[config.mk]
export PLATFORM = sky130hd
export DESIGN_NAME = wgm_ctrl
export DESIGN_NICKNAME = d
export VERILOG_FILES = /design/src/hw/rtl/wgm_pkg.sv /design/src/hw/rtl/wgm_ctrl.sv
export SDC_FILE = /design/constraint.sdc
export NUM_CORES = 1
export LEC_CHECK = 0
export BUFFER_PORTS_ARGS = -buffer_cell sky130_fd_sc_hd__buf_2
export CAP_MARGIN = 20
export CORE_ASPECT_RATIO = 0.8
export CORE_MARGIN = 3
export CORE_UTILIZATION = 45
export DETAILED_ROUTE_END_ITERATION = 7
export GPL_ROUTABILITY_DRIVEN = 0
export GPL_TIMING_DRIVEN = 0
export PLACE_DENSITY = 0.71
export SKIP_LAST_GASP = 1
export SYNTH_ARGS = -nofsm -noshare
export SYNTH_HDL_FRONTEND = slang
export SYNTH_SLANG_ARGS = --single-unit
[constraint.sdc]
create_clock -name clk -period 4.4 [get_ports clk]
set_input_delay 0.44 -clock clk [delete_from_list [all_inputs] [get_ports clk]]
set_output_delay 0.44 -clock clk [all_outputs]
set_load 0.005 [all_outputs]
[src/hw/rtl/wgm_pkg.sv]
`timescale 1ns / 1ps

package wgm_pkg;

  // Request kinds carried on the input tuser
  typedef enum logic [1:0] {
    OP_LOAD_HARD = 2'd0,
    OP_LOAD_TYPE = 2'd1,
    OP_LOAD_ELEM = 2'd2,
    OP_COMPUTE   = 2'd3
  } op_t;

  // Register select taken from paddr[2]
  localparam logic REG_ATOM_COUNT = 1'b0;
  localparam logic REG_BOND_COUNT = 1'b1;

  // Q8.24 fixed point
  localparam int Q_SHIFT = 24;
  localparam logic signed [63:0] S32_MAX = 64'sh0000_0000_7FFF_FFFF;
  localparam logic signed [63:0] S32_MIN = -64'sh0000_0000_8000_0000;

  // Controller to datapath commands
  typedef struct packed {
    logic issue;    // one multiply-accumulate step enters the pipe
    logic clear;    // start of a new column: zero accumulator and flag
    logic wr_hard;  // write hardness table
    logic wr_type;  // write bond type
    logic wr_elem;  // write matrix element
  } wgm_cmd_t;

  // Datapath to controller status
  typedef struct packed {
    logic busy;     // steps still in flight
  } wgm_sts_t;

endpackage

[src/hw/rtl/wgm_ctrl.sv]
`timescale 1ns / 1ps

module wgm_ctrl import wgm_pkg::*; #(
  parameter int MAX_ATOMS = 64,
  parameter int MAX_BONDS = 128,
  parameter int AW = (MAX_ATOMS > 1) ? $clog2(MAX_ATOMS) : 1,
  parameter int BW = (MAX_BONDS > 1) ? $clog2(MAX_BONDS) : 1
) (
  input  logic          clk,
  input  logic          rst,
  input  logic [6:0]    atom_count,
  input  logic [7:0]    bond_count,
  // request side
  input  logic          req_valid,
  output logic          req_ready,
  input  op_t           op,
  input  logic [6:0]    major_index,
  // result side
  output logic          res_valid,
  input  logic          res_ready,
  output logic          res_last,
  // datapath
  output wgm_cmd_t      cmd,
  input  wgm_sts_t      sts,
  output logic [BW-1:0] step_bond,
  output logic [AW-1:0] row,
  output logic [AW-1:0] col
);

  localparam int NBW = $clog2(MAX_BONDS + 1);
  localparam int CW  = (NBW > 8) ? NBW : 8;

  typedef enum logic [1:0] {
    S_IDLE,
    S_RUN,
    S_DRAIN,
    S_OUT
  } state_t;

  state_t state;
  logic   issue;
  logic   clear;

  // Effective counts
  logic [6:0]     n_atoms;
  logic [CW-1:0]  bc_ext;
  logic [NBW-1:0] n_bonds;
  logic [NBW-1:0] last_bond;
  logic           row_ok;
  logic           accept;

  assign n_atoms   = (atom_count < 7'(MAX_ATOMS)) ? atom_count : 7'(MAX_ATOMS);
  assign bc_ext    = CW'(bond_count);
  assign n_bonds   = (bc_ext < CW'(MAX_BONDS)) ? NBW'(bc_ext) : NBW'(MAX_BONDS);
  assign last_bond = n_bonds - NBW'(1);
  assign row_ok    = major_index < n_atoms;
  assign req_ready = (state == S_IDLE);
  assign accept    = req_valid && req_ready;
  assign res_last  = (7'(col) + 7'd1) == n_atoms;

  // Load strobes go straight to the memories
  assign cmd.issue   = issue;
  assign cmd.clear   = clear;
  assign cmd.wr_hard = accept && (op == OP_LOAD_HARD);
  assign cmd.wr_type = accept && (op == OP_LOAD_TYPE);
  assign cmd.wr_elem = accept && (op == OP_LOAD_ELEM);

  // Sequencer: bonds inner, columns outer
  always_ff @(posedge clk) begin
    if (rst) begin
      state     <= S_IDLE;
      issue     <= 1'b0;
      clear     <= 1'b0;
      res_valid <= 1'b0;
    end else begin
      case (state)
        S_IDLE: begin
          clear <= 1'b0;
          if (accept && (op == OP_COMPUTE) && row_ok) begin
            row       <= major_index[AW-1:0];
            col       <= '0;
            step_bond <= '0;
            clear     <= 1'b1;
            if (n_bonds == '0) begin
              state <= S_DRAIN;
            end else begin
              issue <= 1'b1;
              state <= S_RUN;
            end
          end
        end
        S_RUN: begin
          clear <= 1'b0;
          if (NBW'(step_bond) == last_bond) begin
            issue <= 1'b0;
            state <= S_DRAIN;
          end else begin
            step_bond <= step_bond + BW'(1);
          end
        end
        S_DRAIN: begin
          clear <= 1'b0;
          if (!sts.busy) begin
            res_valid <= 1'b1;
            state     <= S_OUT;
          end
        end
        S_OUT: begin
          if (res_ready) begin
            res_valid <= 1'b0;
            if (res_last) begin
              state <= S_IDLE;
            end else begin
              col       <= col + AW'(1);
              step_bond <= '0;
              clear     <= 1'b1;
              if (n_bonds == '0) begin
                state <= S_DRAIN;
              end else begin
                issue <= 1'b1;
                state <= S_RUN;
              end
            end
          end
        end
        default: begin
          state <= S_IDLE;
        end
      endcase
    end
  end

  // New requests only with an empty pipe
  assert property (@(posedge clk) disable iff (rst) req_ready |-> !sts.busy && !issue)
    else $error("request taken while steps in flight");

  // A result is shown only after the pipe has drained
  assert property (@(posedge clk) disable iff (rst) res_valid |-> !sts.busy && !issue)
    else $error("result shown before accumulation finished");

  // Row and column of a shown result lie inside the matrix
  assert property (@(posedge clk) disable iff (rst)
    res_valid |-> (7'(row) < n_atoms) && (7'(col) < n_atoms))
    else $error("result index out of range");

  // Accumulator restarts at every column
  assert property (@(posedge clk) disable iff (rst)
    (res_valid && res_ready && !res_last) |=> clear)
    else $error("next column started without clearing");

endmodule

==> impl_metrics.py, run 1 <==
metrics = {
    "sta": {
        "finalCriticalPeriod_ps": 3090,
        "max_slew.worst_pin.slew_ps": 871,
        "fmax_mhz": 323,
        "final.setup.tns_ps": 0,
        "holdWs_ps": 358,
        "setup_viol": 0,
        "slew_viol_final": 0,
        "skew_ps": 0.755,
        "finalHoldViolations": 0,
        "fin_crit_sh": 0.703,
        "relSlewSlack": 0.418,
        "rsz0062_at_grt": "false",
    },
    "clock_tree": {
        "cts_resized": 0,
        "cts_root_buffer": "clkbuf_8",
        "cts_made_buffers": 3,
        "tritoncts": "done",
        "cts_hold_buffers": 0,
        "cts_htree_levels": 1,
        "cts_setup_buffers": 0,
        "insertion_delay_ps": 270,
        "cts.sinks": 24,
        "clk_pin_slew_worst_paths_ps": 80,
        "cts_buffer_depth": 2,
    },
    "floorplanning": {
        "pin_count": 56,
        "core_area_mm2": 0.00390,
        "die_h_um": 63.8,
        "dieArea_mm2": 0.00499,
        "die_w_um": 78.2,
        "num_rows": 20,
        "start_util": 0.481,
    },
    "global_route": {
        "grt_use_total": 0.164,
        "antenna_found_initial": 0,
        "grt_pass1_wl_um": 6650,
        "grt_pass1_vias": 1426,
        "gr-total-overflow": 0,
        "grt_start_max_net_pins": 15,
    },
    "status": {
        "status": "finished clean",
    },
    "finish": {
        "finalNetCount": 309,
        "syn2layout_area_growth_pct": 22.5,
        "drive_gt1_frac": 0.258,
        "n_antenna_cell": 0,
    },
    "setup_path": {
        "r2r_slack_ps": 1560,
        "critPathMaxStageDelay_ps": 490,
        "critPathLaunchType": "primary input",
        "crit_family": "compound AO/OA/AOI/OAI gates",
        "worstPathMaxFanout": 10,
        "rr_endpoint": "col[2]",
        "required_ps": 4380,
        "crit_chain": "buf_2 > nor2b_1 > inv_1 > ha_1 > clkbuf_1 > nand2b_1 > a2111oi_0 > a2111oi_0 > o2111a_1 > and4_1 > a211oi_1 > buf_2",
        "worstPathArrival_ps": 3080,
        "critical_path_buf_inv_count": 4,
        "r2r_start": "col[0]",
        "r2r_cells": 9,
        "critical_path_class": "primary input to flip-flop",
        "crit_slowest_cell": "a2111oi_0",
        "crit_path_end_kind": "flip-flop",
    },
    "pwr": {
        "leakagePower_nw": 1.01,
        "irDropWorstVdd_mv": 0.244,
        "p_per_area_mw_per_mm2": 398,
    },
    "yosys": {
        "synth-seq-area-share": 0.357,
        "synth_seq_cells": 24,
        "yosys.area.top_type": "edfxtp_1",
        "async_flop_share": 0,
        "avgSynthCellArea_um2": 9.20,
        "syn-cell-area_mm2": 0.00188,
        "synthMostInstantiatedCell": "nor2_1",
        "synth_warnings": 0,
        "synth_commonest_cells": "nor2_1 (23), edfxtp_1 (19), ha_1 (15)",
        "synth.area.top_cells": "edfxtp_1 (30%), ha_1 (10%), xnor2_1 (5.6%)",
        "syn_inst": 204,
        "synth_top_area_share": 0.304,
        "synth_ff_type": "edfxtp_1",
        "synth_nets": 248,
        "yosys.cell_types.count": 49,
        "synth-edff-count": 19,
    },
    "hold_path": {
        "min_from": "major_index[5]",
        "whs_endpoint": "row[5]",
        "whs_path_depth": 1,
        "hp-class": "primary input to flip-flop",
    },
    "placement": {
        "place_hpwl_um": 3300,
        "port_buffers": 54,
    },
    "route": {
        "routed_wl_um": 4110,
        "drc": 0,
        "routedWlPerCell_um": 12.9,
        "drt_first_pass_iters": 4,
        "vias": 1655,
        "drtAntennaViolNets": 0,
        "first_iter_violations": 76,
        "via_per_inst": 5.19,
    },
    "flow_run": {
        "cap_violations": 0,
    },
}
==> how the worst max path moves through the flow <==
stage,from,to,cells past startpoint
after floorplan,bond_count[7],step_bond[0],11
after global placement,bond_count[7],step_bond[3],11
after detailed placement,bond_count[7],step_bond[3],11
after CTS,bond_count[7],step_bond[4],11
after global routing,bond_count[7],step_bond[6],12
final,bond_count[7],step_bond[3],12
==> layout by cell type (no fill, tap or decap), types with 4 or more instances in the layout <==
master    count
nand2_1      13
nor3b_1       4
nor2_1       23
inv_1        13
dfxtp_1       5
xnor2_1      12
ha_1         15
nor3_1        6
xor2_1        9
nand3_1      12
edfxtp_1     19
and3_1        5
nor2b_1       5
nand2b_1      4
buf_2        58
a21oi_1      10
==> sequential cells by signal (all words and copies together) (netlist names) <==
name       cells
col            6
state          2
row            6
issue          1
res_valid      1
step_bond      7
clear          1
==> area by class of cell <==
cell class | instances | area [um2]
fill | 368 | 1610
multi-input combinational | 159 | 1120
sequential | 24 | 671
timing repair buffer | 56 | 280
tap | 55 | 68.8
inverter | 15 | 56.3
clock buffer | 3 | 41.3
buffer | 6 | 32.5
clock inverter | 1 | 30.0
==> stage by stage <==
| stage | worst slack, ps | cell area (um2) | power, mW | std cells | util |
|---|---|---|---|---|---|
| after floorplan | 1230 | 1880 | 0.603 | 204 | - |
| after global placement | 639 | 2220 | 0.712 | 313 | 0.568 |
| after detailed placement | 702 | 2220 | 0.719 | 314 | 0.569 |
| after CTS | 959 | 2290 | 0.914 | 318 | 0.588 |
| after global routing | 1100 | 2300 | 0.981 | 319 | 0.589 |
| final | 1310 | 2300 | 0.914 | 319 | 0.589 |
==> worst register-to-register path, stage by stage, from the launching register on <==
cell,delay (ps)
edfxtp_1,490
ha_1,380
xor2_1,150
o21ai_1,80
a32oi_1,200
inv_1,60
nand3_1,170
a21oi_1,130
a2111oi_1,630
buf_2,270
==> metal layers <==
| metal | vias up | wire (um) | GRT usage |
|---|---|---|---|
| met5 | - | 0 | 0 |
| met4 | 0 | 74 | 0.0633 |
| met3 | 6 | 228 | 0.0282 |
| met2 | 49 | 1600 | 0.221 |
| met1 | 731 | 2210 | 0.258 |
| li1 | 869 | - | - |
==> cell families (layout without fill, tap and decap cells) <==
family,Yosys count,after routing,share of synthesized area
simple gates,82,82,0.227
compound gates,38,38,0.154
flops,24,24,0.357
xor+xnor,21,21,0.0980
buf+inv,21,81,0.0473
fa+ha+maj,15,15,0.100
mux,3,3,0.0167
==> report_power, final <==
group	internal, mW	switching [mW]	leakage (nW)
clock network	0.122	0.0719	0.0357
logic	0.180	0.202	0.753
registers	0.295	0.0427	0.218
total	0.597	0.317	1.01
Power figures use the tool's default switching activity.
==> run 2, diff against run 1 <==
Clock period 4.4 ns to 3 ns, I/O delays scaled along.
==> run 2 against run 1 <==
Net effect:
- sequential share of layout area decreased by 0.64 points
- worst setup slack got worse by 1100 ps
- global-route usage hardly changed
- via count rose by 1.6%
- combinational power up 62%
- largest power group unchanged
==> impl_metrics.py, run 2 (synthesis gave the netlist of run 1 again) <==
metrics = {
    "finish": {
        "syn2layout_area_growth_pct": 25.2,
        "multi_input_area_mm2": 0.00115,
        "reg_top3": "step_bond x7, col x6, row x6",
        "largest_reg_flops": 7,
        "num-fill-cells": 356,
        "finalNetCount": 309,
        "n_antenna_cell": 0,
        "layout_commonest_cell": "buf_2",
        "regArea_um2": 671,
        "final_cell_mix": "buf_2 (56), nor2_1 (23), edfxtp_1 (19)",
        "largest-register": "step_bond",
        "drive_gt1_frac": 0.265,
    },
    "clock_tree": {
        "insertion_delay_ps": 270,
        "cts_root_buffer": "clkbuf_8",
        "cts_buffer_depth": 2,
        "clk_pin_slew_worst_paths_ps": 80,
        "tritoncts": "done",
        "cts.sinks": 24,
        "cts_htree_levels": 1,
        "cts_hold_buffers": 0,
        "cts_made_buffers": 3,
    },
    "route": {
        "routedWlPerCell_um": 13.2,
        "vias": 1681,
        "first_iter_violations": 60,
        "routed_wl_um": 4220,
        "drc": 0,
        "drtAntennaViolNets": 0,
        "drt_first_pass_iters": 4,
        "via_per_inst": 5.27,
    },
    "floorplanning": {
        "num_rows": 20,
        "die_w_um": 78.2,
        "dieArea_mm2": 0.00499,
        "die_h_um": 63.8,
        "core_area_mm2": 0.00390,
        "pin_count": 56,
        "start_util": 0.481,
    },
    "placement": {
        "place_hpwl_um": 3430,
        "port_buffers": 54,
    },
    "pwr": {
        "power_mw": 1.40,
        "leakagePower_nw": 1.01,
        "irDropWorstVdd_mv": 0.344,
        "p_per_area_mw_per_mm2": 594,
    },
    "global_route": {
        "grt_pass1_vias": 1328,
        "grt_use_total": 0.165,
        "antenna_found_initial": 0,
        "grt_start_max_net_pins": 15,
        "gr-total-overflow": 0,
        "grt_pass1_wl_um": 6510,
    },
    "sta": {
        "skew_ps": 7.56,
        "max_slew.worst_pin.slew_ps": 797,
        "fin_crit_sh": 0.925,
        "fmax_mhz": 361,
        "final.setup.tns_ps": 0,
        "finalHoldViolations": 0,
        "finalCriticalPeriod_ps": 2770,
        "setup_viol": 0,
        "slew_viol_final": 0,
        "relSlewSlack": 0.467,
        "rsz0062_at_grt": "false",
    },
    "hold_path": {
        "hp-class": "primary input to flip-flop",
        "min_from": "major_index[2]",
        "whs_path_depth": 1,
        "whs_endpoint": "row[2]",
    },
    "setup_path": {
        "crit_path_start": "bond_count[7]",
        "critPathLaunchType": "primary input",
        "r2r_cells": 9,
        "worstPathArrival_ps": 2770,
        "required_ps": 2990,
        "crit_path_end_kind": "flip-flop",
        "r2r_slack_ps": 300,
        "worstPathMaxFanout": 10,
        "r2r_start": "state[1]",
        "critical_path_class": "primary input to flip-flop",
        "rr_endpoint": "step_bond[5]",
    },
    "status": {
        "status": "finished clean",
    },
    "flow_run": {
        "cap_violations": 0,
    },
}
==> run 2: report_power, final <==
group | internal, mW | switching (mW)
clock | 0.178 | 0.105
combinational | 0.296 | 0.322
sequential | 0.433 | 0.0622
total | 0.907 | 0.489
==> run 2: critical path, stage by stage <==
cell and delay (ps):
buf_2 160, nor2b_1 190, inv_1 90, ha_1 200, clkbuf_1 210, nand2b_1 190
a2111oi_0 480, a2111oi_0 140, o2111a_1 160, and4_1 240, a211oi_4 240, buf_12 160
==> run 2: cell type report <==
class / instances / area share
inverters: 15 / 0.0240
repair buffers: 56 / 0.128
clock inverters: 1 / 0.0128
multi-input cells: 159 / 0.489
clock buffers: 3 / 0.0176
well taps: 55 / 0.0293
flip-flops and latches: 24 / 0.285
plain buffers: 6 / 0.0138
==> run 2: what timing repair did <==
| item | CTS | global route |
|---|---|---|
| resized for setup | 1 | 2 |
| endpoints found under the setup margin | 3 | 11 |
| buffers inserted | 0 | 1 |
| pin swaps | 0 | 1 |
==> run 2: routing by layer <==
metal,share of wire,global-route usage,vias up,wire (um)
met1,0.53,0.259,766,2230
met3,0.056,0.0324,2,238
met4,0.0090,0.0524,0,38
li1,-,-,868,-
met5,0,0,-,0
met2,0.41,0.222,45,1710
==> run 2: worst max-delay path by stage <==
stage	to	slack, ps	depth (start not counted)
finish	step_bond[5]	230	12
global route	step_bond[5]	70	12
CTS	col[2]	90	9
global placement	step_bond[3]	-240	11
detailed placement	step_bond[3]	-270	11
floorplan	step_bond[0]	200	11
==> run 2: stage by stage <==
stage | hold slack, ps | util | instances | cell area [um2] | setup WS [ps]
after global placement | 496 | 0.569 | 313 | 2220 | -242
after floorplan | 372 | - | 204 | 1880 | 203
final | 226 | 0.602 | 319 | 2350 | 226
after global routing | 222 | 0.602 | 319 | 2350 | 66.4
after detailed placement | 502 | 0.572 | 314 | 2230 | -267
after CTS | 221 | 0.592 | 318 | 2310 | 87.5
